### src/sv/ctdc_pkg.sv
package ctdc_pkg;

  typedef enum logic [1:0] {
    KIND_PRECISE     = 2'd0,
    KIND_COARSE      = 2'd1,
    KIND_VERY_COARSE = 2'd2,
    KIND_COARSE_ALT  = 2'd3
  } kind_e;

  localparam logic [19:0] USEC_MAX       = 20'd999999;
  localparam logic [20:0] USEC_PER_SEC   = 21'd1000000;
  localparam logic [19:0] HALF_SEC_USEC  = 20'd500000;
  localparam logic [10:0] MS_PER_SEC     = 11'd1000;
  localparam logic [41:0] DELAY_MAX      = 42'h3FF_FFFF_FFFF;
  localparam logic [22:0] DELAY_SEC_MAX  = 23'd4398047;

  // reciprocals: floor(x / d) = (x * R) >> shift over the stated input range
  localparam logic [31:0] RECIP_1000_IV  = 32'd2199023256;  // 31-bit x, >> 41
  localparam logic [20:0] RECIP_1000_US  = 21'd1073742;     // 20-bit x, >> 30
  localparam logic [15:0] RECIP_20       = 16'd52429;       // 15-bit x, >> 20
  localparam logic [15:0] RECIP_25       = 16'd41944;       // 15-bit x, >> 20
  localparam logic [15:0] RECIP_125      = 16'd33555;       // 15-bit x, >> 22
  localparam logic [10:0] RECIP_25_MS    = 11'd1311;        // 10-bit x, >> 15
  localparam logic [10:0] RECIP_125_MS   = 11'd1049;        // 10-bit x, >> 17

  typedef struct packed {
    logic lt50;
    logic lt100;
    logic ge5000;
    logic d25;
    logic d50;
    logic d100;
    logic d200;
    logic d250;
    logic d500;
  } cflags_t;

  typedef struct packed {
    logic [32:0] sec;
    logic [19:0] usec;
  } tstamp_t;

  function automatic tstamp_t ts_add(tstamp_t t, logic [21:0] q, logic [19:0] r_us);
    logic [20:0] raw;
    logic        wrap;
    tstamp_t     res;
    raw      = 21'(t.usec) + 21'(r_us);
    wrap     = raw > 21'(USEC_MAX);
    res.usec = wrap ? 20'(raw - USEC_PER_SEC) : raw[19:0];
    res.sec  = t.sec + 33'(q) + 33'(wrap);
    return res;
  endfunction

  function automatic logic ts_less(tstamp_t a, tstamp_t b);
    return (a.sec < b.sec) || ((a.sec == b.sec) && (a.usec < b.usec));
  endfunction

endpackage

### src/sv/ctdc_round.sv
module ctdc_round import ctdc_pkg::*; (
  input  logic        clk_i,
  input  logic [19:0] usec_i,
  input  logic [9:0]  slack_i,
  input  cflags_t     flags_i,
  output logic [10:0] ms_o
);

  // stage A: ms of the deadline
  logic [40:0] a_pms_d, a_pms_q;
  logic [9:0]  a_slack_q;
  cflags_t     a_fl_q;

  assign a_pms_d = 41'(usec_i) * 41'(RECIP_1000_US);

  // stage B: window and quotients
  logic [9:0]  ms;
  logic [9:0]  b_lo_d, b_lo_q;
  logic [10:0] hisum;
  logic [10:0] b_hi_d, b_hi_q;
  logic [20:0] b_p25_d, b_p25_q;
  logic [19:0] b_p125_d, b_p125_q;
  logic [9:0]  b_ms_q;
  cflags_t     b_fl_q;

  assign ms       = a_pms_q[39:30];
  assign b_lo_d   = (ms > a_slack_q) ? ms - a_slack_q : '0;
  assign hisum    = 11'(ms) + 11'(a_slack_q);
  assign b_hi_d   = (hisum > MS_PER_SEC) ? MS_PER_SEC : hisum;
  assign b_p25_d  = 21'(ms) * 21'(RECIP_25_MS);
  assign b_p125_d = 20'(ms) * 20'(RECIP_125_MS);

  // stage C: pick the boundary
  logic [5:0]  q25;
  logic [2:0]  q125;
  logic [10:0] stepv, base, mid, upper, stepped, fixed_ms;
  logic        fixed;
  logic [10:0] c_ms_d, c_ms_q;

  assign q25  = b_p25_q[20:15];
  assign q125 = b_p125_q[19:17];

  always_comb begin
    stepv    = 11'd25;
    base     = 11'(q25) * 11'd25;
    fixed    = 1'b0;
    fixed_ms = '0;
    if (b_fl_q.lt100 && !b_fl_q.d25) begin
      fixed    = 1'b1;
      fixed_ms = b_fl_q.lt50 ? {1'b0, b_ms_q[9:2], b_ms_q[1] | q25[0], 1'b0}
                             : {1'b0, b_ms_q[9:3], b_ms_q[2] | q25[1], 2'b00};
    end else if (b_lo_q == '0) begin
      fixed    = 1'b1;
      fixed_ms = '0;
    end else if (b_hi_q == MS_PER_SEC) begin
      fixed    = 1'b1;
      fixed_ms = MS_PER_SEC;
    end else if (b_fl_q.d500) begin
      if (b_fl_q.ge5000) begin
        fixed    = 1'b1;
        fixed_ms = (b_ms_q >= 10'd500) ? b_hi_q : 11'(b_lo_q);
      end else begin
        stepv = 11'd500;
        base  = 11'(q125 >> 2) * 11'd500;
      end
    end else if (b_fl_q.d50) begin
      if (b_fl_q.d200) begin
        stepv = 11'd200;
        base  = 11'(q25 >> 3) * 11'd200;
      end else if (b_fl_q.d100) begin
        stepv = 11'd100;
        base  = 11'(q25 >> 2) * 11'd100;
      end else if (b_fl_q.d250) begin
        stepv = 11'd250;
        base  = 11'(q125 >> 1) * 11'd250;
      end else begin
        stepv = 11'd50;
        base  = 11'(q25 >> 1) * 11'd50;
      end
    end
    mid     = base + (stepv >> 1);
    upper   = base + stepv;
    stepped = (11'(b_ms_q) < mid) ? ((base > 11'(b_lo_q)) ? base : 11'(b_lo_q))
                                  : ((upper < b_hi_q) ? upper : b_hi_q);
    c_ms_d  = fixed ? fixed_ms : stepped;
  end

  always_ff @(posedge clk_i) begin
    a_pms_q   <= a_pms_d;
    a_slack_q <= slack_i;
    a_fl_q    <= flags_i;
    b_ms_q    <= ms;
    b_lo_q    <= b_lo_d;
    b_hi_q    <= b_hi_d;
    b_p25_q   <= b_p25_d;
    b_p125_q  <= b_p125_d;
    b_fl_q    <= a_fl_q;
    c_ms_q    <= c_ms_d;
  end

  assign ms_o = c_ms_q;

endmodule
### config.mk
export PLATFORM = sky130hd
export DESIGN_NAME = ctdc_round
export DESIGN_NICKNAME = d
export VERILOG_FILES = /design/src/sv/ctdc_pkg.sv /design/src/sv/ctdc_round.sv
export SDC_FILE = /design/constraint.sdc
export NUM_CORES = 1
export LEC_CHECK = 0
export BUFFER_PORTS_ARGS = -buffer_cell sky130_fd_sc_hd__buf_4
export CAP_MARGIN = 20
export CORE_MARGIN = 3
export CORE_UTILIZATION = 35
export CTS_CLUSTER_SIZE = 25
export DETAILED_ROUTE_END_ITERATION = 8
export PLACE_DENSITY = 0.52
export SYNTH_ARGS = -nofsm -noshare
export SYNTH_HDL_FRONTEND = slang
export SYNTH_SLANG_ARGS = --single-unit
### constraint.sdc
create_clock -name clk_i -period 6.87 [get_ports clk_i]
set_clock_uncertainty 0.1 [all_clocks]
set_input_delay 0.687 -clock clk_i [delete_from_list [all_inputs] [get_ports clk_i]]
set_output_delay 0.687 -clock clk_i [all_outputs]
set_load 0.01 [all_outputs]
Word-level counts from Yosys, hierarchy flattened --
Index checks and enable logic that the tools add are counted. W data, S select, Z words.
Operators by class: reduce and logical (&&, ||, !) cells 3, mux-type cells 34, order comparisons 6, $mul 9, eq/ne operators 1, bitwise gates (word level) 2, add/sub/neg operators 4
Operators by type and width (count):
- $mux W11 | 23
- $mul A20 B20 Y39 const B | 1
- $mux W8 | 4
- $mul A10 B11 Y21 const B | 1
- $mul A10 B11 Y20 const B | 1
- $add A10 B10 Y11 | 1
- $add A11 B10 Y11 | 1
- $add A11 B11 Y11 | 1
- $eq A11 B10 Y1 const B | 1
- $gt A11 B10 Y1 | 1
- $gt A11 B10 Y1 const B | 1
- $lt A10 B11 Y1 | 1
- $lt A11 B11 Y1 | 1
- $mul A6 B5 Y11 const B | 1
- $ge A10 B9 Y1 const B | 1
- $gt A10 B10 Y1 | 1
- $logic_not A10 Y1 | 1
- $mul A5 B5 Y10 const B | 1
- $sub A10 B10 Y10 | 1
- $mul A2 B7 Y9 const B | 1
- $mul A4 B5 Y9 const B | 1
- $mux W9 | 1
- $mul A1 B7 Y8 const B | 1
- $mul A3 B5 Y8 const B | 1
- other kinds (5) | 10
Storage, ports and cells: register bits 150, word-level logic and storage cells 85, input port bits 40, output and inout port bits 11

Depth between registers and ports, before layout --
word-level depth 14, gate-level depth with buffers 26, mapped depth without buffers 24

Least setup slack after synthesis --
OpenSTA, ideal clock, no wires.
kind input to register, start input usec_i[7], end register a_pms_q[39], arrival 5.496 ns, library setup time 0.072 ns, stages 19, buffers on the path 0, data required time 6.698 ns, path slack 1.202 ns, path through ha_1 ha_1 fa_1 fa_1 inv_1 fa_1 inv_1 fa_1 ha_1 ha_1 a21oi_1 o221a_2 o21ai_1 or3_1 o21ai_1 o21ai_0 a211o_1 a21oi_1 xnor2_1
On the way: cells in the longest elaborated chain, start to end 1
Ends and longest elaborated chain:
- start: declaration | line ctdc_round.sv:3 | input logic [19:0] usec_i,
- $mul A20 B20 Y39 | line ctdc_round.sv:14 | assign a_pms_d = 41'(usec_i) * 41'(RECIP_1000_US);
- net a_pms_d[39] | line ctdc_round.sv:10 | logic [40:0] a_pms_d, a_pms_q;
- end signal: assignment | line ctdc_round.sv:89 | a_pms_q <= a_pms_d;
- end: declaration | line ctdc_round.sv:10
The timed path passes the listed nets, and every way through them passes these cells. A chain may end at the register's enable or synchronous reset.

Worst setup path in the final report --
start register b_lo_q[9], end register c_ms_q[8], in the netlist ms_o[8]
On the way: cells in the longest elaborated chain, start to end 8, elaborated cells between the ends (all ways) 18, classes of those cells add/sub: 2; order compare: 3; mux: 12; reduce/logical: 1
Ends and longest elaborated chain:
- start: declaration | line ctdc_round.sv:18 | logic [9:0] b_lo_d, b_lo_q;
- start signal: assignment | line ctdc_round.sv:93 | b_lo_q <= b_lo_d;
- $logic_not A10 Y1 | line ctdc_round.sv:52 | end else if (b_lo_q == '0) begin
- $mux W11 | line ctdc_round.sv:52
- $mux W11 | line ctdc_round.sv:48 | if (b_fl_q.lt100 && !b_fl_q.d25) begin
- $add A11 B11 Y11 | line ctdc_round.sv:82 | upper = base + stepv;
- $lt A11 B11 Y1 | line ctdc_round.sv:84 | : ((upper < b_hi_q) ? upper : b_hi_q);
- $mux W11 | line ctdc_round.sv:84
- $mux W11 | line ctdc_round.sv:83 | stepped = (11'(b_ms_q) < mid) ? ((base > 11'(b_lo_q)) ? base : 11'(b_lo_q))
- $mux W11 * | line ctdc_round.sv:85 | c_ms_d = fixed ? fixed_ms : stepped;
- net c_ms_d[8] | line ctdc_round.sv:38 | logic [10:0] c_ms_d, c_ms_q;
- end signal: assignment | line ctdc_round.sv:98 | c_ms_q <= c_ms_d;
- end: declaration | line ctdc_round.sv:38
The timed path passes the listed nets; every way through them passes the cells marked *.

==> Implementation_results.wiki <==
{| class="wikitable"
! Metric !! Value
|-
| Number of max-slew violations in the final report || 0
|-
| Total Die Area || 42300 um^2
|-
| DR pass1 iterations || 5
|-
| Clock tree from TritonCTS || done
|-
| Number of synthesized register bits || 88
|-
| Delay contributed by the slowest stage of the critical path || 490 ps
|-
| Io pins || 51
|-
| Sum of net half-perimeters after detailed placement || 29500 um
|-
| WP buf/inv || 2
|-
| Die boundary height || 206 um
|-
| Buffers on Ports || 50
|-
| Highest Clock Rate || 0.159 GHz
|-
| Post-CTS Hold Buffers || 0
|-
| Max-slew headroom || 47.8%
|-
| Buffers inserted by post-CTS timing repair || 0
|-
| Clk Latency, worst-skew pair || 350 ps
|-
| Residual DRC count || 0
|-
| Overall fraction of global-route tracks in use || 16.9%
|-
| Delay-heaviest family, CP || compound AO/OA/AOI/OAI gates
|-
| Post-route clock period utilization || 91.3%
|-
| Arrival time reported for the critical path endpoint || 6390 ps
|-
| Core region area || 39000 um^2
|-
| Cells taking the most area after synthesis || sky130_fd_sc_hd__ha_1, sky130_fd_sc_hd__fa_1, sky130_fd_sc_hd__dfxtp_1
|-
| Worst Hold Launch || a_fl_q[4]
|-
| Clock buffer count from CTS || 9
|-
| Post-synthesis instance total || 1494
|-
| Routability cong. || 0.935
|-
| Cell taking the most area after synthesis || sky130_fd_sc_hd__ha_1
|-
| Fraction of layout cells with a size suffix above 1 || 7.32%
|-
| Wire length of the first global-routing pass || 56000 um
|-
| Sinks on Clock Net || 88
|-
| Number of hold-slack violations in the final timing report || 0
|-
| Share of async-settable or async-resettable flops after synthesis || 0%
|-
| Initial antenna violation count || 0
|-
| Setup-failing EPs final || 0
|-
| Number of core rows || 72
|-
| Post-DR wirelength/cell || 16.4 um
|-
| Post-synthesis net count || 2041
|-
| Synth-to-Final Area Change || 9.63%
|-
| Total inserted antenna cells || 0
|-
| Final design instance area without fill || 15300 um^2
|-
| Drt total wl || 34100 um
|-
| Max_cap viols || 0
|-
| Average size of a mapped cell || 9.33 um^2
|-
| CTS root buf || sky130_fd_sc_hd__clkbuf_16
|-
| Required time of the worst setup path || 6980 ps
|-
| Hold Crit Class || flip-flop to flip-flop
|-
| CP max FO || 10
|-
| Vias per std cell || 4.87
|-
| Clk pin slew, worst setup/hold paths || 70 ps
|-
| Worst reg2reg path endpoint || ms_o[8]
|-
| Final-layout fill cell count || 3919
|-
| Register-to-register setup slack || 600 ps
|-
| Count of nets left with antenna violations after detail routing || 0
|-
| Critical Path, Cell by Cell || nor4_4 -> a41o_4 -> nor2_4 -> nand2_1 -> nor2_1 -> o32ai_1 -> buf_4 -> fa_1 -> a21oi_1 -> nor2b_1 -> o31a_1 -> o41ai_1 -> nor2b_1 -> o21a_1 -> xnor2_1 -> ha_1 -> or4_1 -> a21oi_1 -> a21o_1 -> buf_4 -> nor2_1 -> a2111oi_2 -> a311oi_1
|-
| Critical path class || flip-flop to flip-flop
|-
| Clk buf depth || 2
|-
| Prevailing post-synth register cell || sky130_fd_sc_hd__dfxtp_1
|-
| Number of nets in the layout || 2100
|-
| Slew of the pin with the lowest slew margin || 783 ps
|-
| Remaining global-route overflow || 0
|-
| Number of logic stages on the critical path including buffering || 23
|-
| Via count || 10100
|-
| Cell depth of the worst min-delay path || 0
|-
| Cells on worst reg2reg path || 23
|-
| Pin count of the biggest net entering global routing || 21
|-
| Starting Density || 35.7%
|-
| Proportion of synthesized chip area in sequential cells || 12.6%
|-
| Accumulated negative setup slack || 0 ps
|-
| Maximum level of the CTS H-tree || 3
|-
| Post-synth top area share || 34.5%
|-
| Outcome || finished, final reports clean
|-
| Summed instance area of the synthesized netlist || 13900 um^2
|-
| DRC marker count from the first detailed-route iteration || 488
|-
| Number of global-route vias before repair || 10300
|-
| Terminating pin of the worst hold path || b_fl_q[4]
|-
| Startpoint Class || flip-flop
|-
| Post-synth EDFFs || 0
|-
| Launching point of the worst reg2reg path || b_lo_q[9]
|-
| Resized Gates After CTS || 0
|-
| Kind of end point of the critical path || flip-flop
|-
| Fin crit period || 6270 ps
|-
| Unrepaired setup endpoints after global routing || no
|-
| Distinct cell type count of the synthesized netlist || 86
|-
| Yosys warns || 0
|-
| Utilization after layout || 39.2%
|-
| Die Wd || 206 um
|-
| Standard cell with the maximum stage delay on the critical path || sky130_fd_sc_hd__dfxtp_1
|-
| Cell area after placement || 15000 um^2
|}
state kept, by name, summed over array words and instances (netlist names):
signal	count
b_fl_q	9
b_p125_q	2
a_fl_q	9
b_ms_q	10
ms_o	11
a_slack_q	10
b_hi_q	11
a_pms_q	10
b_lo_q	10
b_p25_q	6
kinds of logic (layout without fill, tap and decap cells):
group           Yosys count  count (layout)  synth area share [%]
compound gates          262             262                  12.4
xor+xnor                 49              49                  3.08
fa+ha+maj               507             507                  52.1
buf+inv                 337             401                  9.21
flops                    88              88                  12.6
mux                      31              31                  2.50
other cells               1               1                0.0269
simple gates            219             219                  8.09
cell type report:
type / instances / area (um^2) / share of cell area (%)
clock buffers: 9 / 225 / 1.47
clock inverters: 7 / 63.8 / 0.417
inverters: 320 / 1200 / 7.86
multi-input cells: 1069 / 10900 / 71.3
flip-flops and latches: 88 / 1760 / 11.5
well taps: 518 / 648 / 4.24
repair buffers: 65 / 488 / 3.19
worst reg2reg max path: cells and delay by family, from the launching register on:
kind / cells / cell delay (ps)
xor+xnor: 1 / 140
buf+inv: 2 / 430
flops: 1 / 490
fa+ha+maj: 2 / 670
simple gates: 8 / 1600
compound gates: 10 / 2720
cells in the mapped netlist, types with 3 or more instances:
cell type / count
sky130_fd_sc_hd__nand2b_1: 11
sky130_fd_sc_hd__fa_1: 122
sky130_fd_sc_hd__xnor2_1: 32
sky130_fd_sc_hd__and3_1: 4
sky130_fd_sc_hd__o21a_1: 11
sky130_fd_sc_hd__a21o_1: 23
sky130_fd_sc_hd__nor2_1: 57
sky130_fd_sc_hd__o2111ai_1: 3
sky130_fd_sc_hd__o21ai_0: 58
sky130_fd_sc_hd__inv_1: 319
sky130_fd_sc_hd__o21ai_1: 4
sky130_fd_sc_hd__ha_1: 385
sky130_fd_sc_hd__xor2_1: 17
sky130_fd_sc_hd__mux2_1: 3
sky130_fd_sc_hd__nor3_1: 21
sky130_fd_sc_hd__a22oi_1: 3
sky130_fd_sc_hd__a2bb2oi_1: 4
sky130_fd_sc_hd__a21oi_2: 5
sky130_fd_sc_hd__o21bai_1: 8
sky130_fd_sc_hd__a21boi_0: 5
sky130_fd_sc_hd__nor2b_1: 16
sky130_fd_sc_hd__clkbuf_1: 11
sky130_fd_sc_hd__a211oi_1: 4
sky130_fd_sc_hd__mux2_4: 4
sky130_fd_sc_hd__mux2i_1: 21
sky130_fd_sc_hd__nor3b_1: 5
sky130_fd_sc_hd__nand3_1: 18
sky130_fd_sc_hd__nand4_1: 12
sky130_fd_sc_hd__nor4_1: 3
sky130_fd_sc_hd__or2_2: 3
sky130_fd_sc_hd__nand2_1: 47
sky130_fd_sc_hd__and2_1: 4
sky130_fd_sc_hd__or3_1: 5
sky130_fd_sc_hd__a311oi_1: 3
sky130_fd_sc_hd__dfxtp_1: 88
sky130_fd_sc_hd__a31oi_1: 5
sky130_fd_sc_hd__a21oi_1: 82
sky130_fd_sc_hd__o211ai_1: 6
placed cells by master, fill, tap and decap left out, types with 23 or more instances in the layout:
master                    instances
sky130_fd_sc_hd__a21o_1          23
sky130_fd_sc_hd__a21oi_1         82
sky130_fd_sc_hd__buf_4           65
sky130_fd_sc_hd__dfxtp_1         88
sky130_fd_sc_hd__fa_1           122
sky130_fd_sc_hd__ha_1           385
sky130_fd_sc_hd__inv_1          319
sky130_fd_sc_hd__nand2_1         47
sky130_fd_sc_hd__nor2_1          57
sky130_fd_sc_hd__o21ai_0         58
sky130_fd_sc_hd__xnor2_1         32
metrics by stage:
step	instances	hold WS [ps]	setup slack, ps
CTS	2076	228	670
global route	2076	227	319
detailed placement	2060	213	438
global placement	2060	210	600
floorplan	1494	210	1200
finish	2076	227	595
how the worst max path moves through the flow:
stage	start	endpoint	slack, ps
after floorplan	usec_i[7]	a_pms_q[39]	1200
after global placement	usec_i[8]	a_pms_q[38]	600
after detailed placement	usec_i[3]	a_pms_q[38]	440
after CTS	b_lo_q[9]	ms_o[8]	670
after global routing	b_lo_q[9]	ms_o[8]	320
final	b_lo_q[9]	ms_o[8]	600
layer usage:
| metal | GRT usage, % | part of all wire [%] | up-vias | wire (um) |
|---|---|---|---|---|
| li1 | - | - | 5170 | - |
| met1 | 25.3 | 53 | 4770 | 18000 |
| met2 | 26.3 | 43 | 144 | 14700 |
| met3 | 2.17 | 3.3 | 21 | 1130 |
| met4 | 2.59 | 1.0 | 0 | 346 |
| met5 | 0 | 0 | - | 0 |
Power is left out: the tool's default activity adds up to more than one toggle a clock period on the data nets, which glitch-free logic cannot reach.
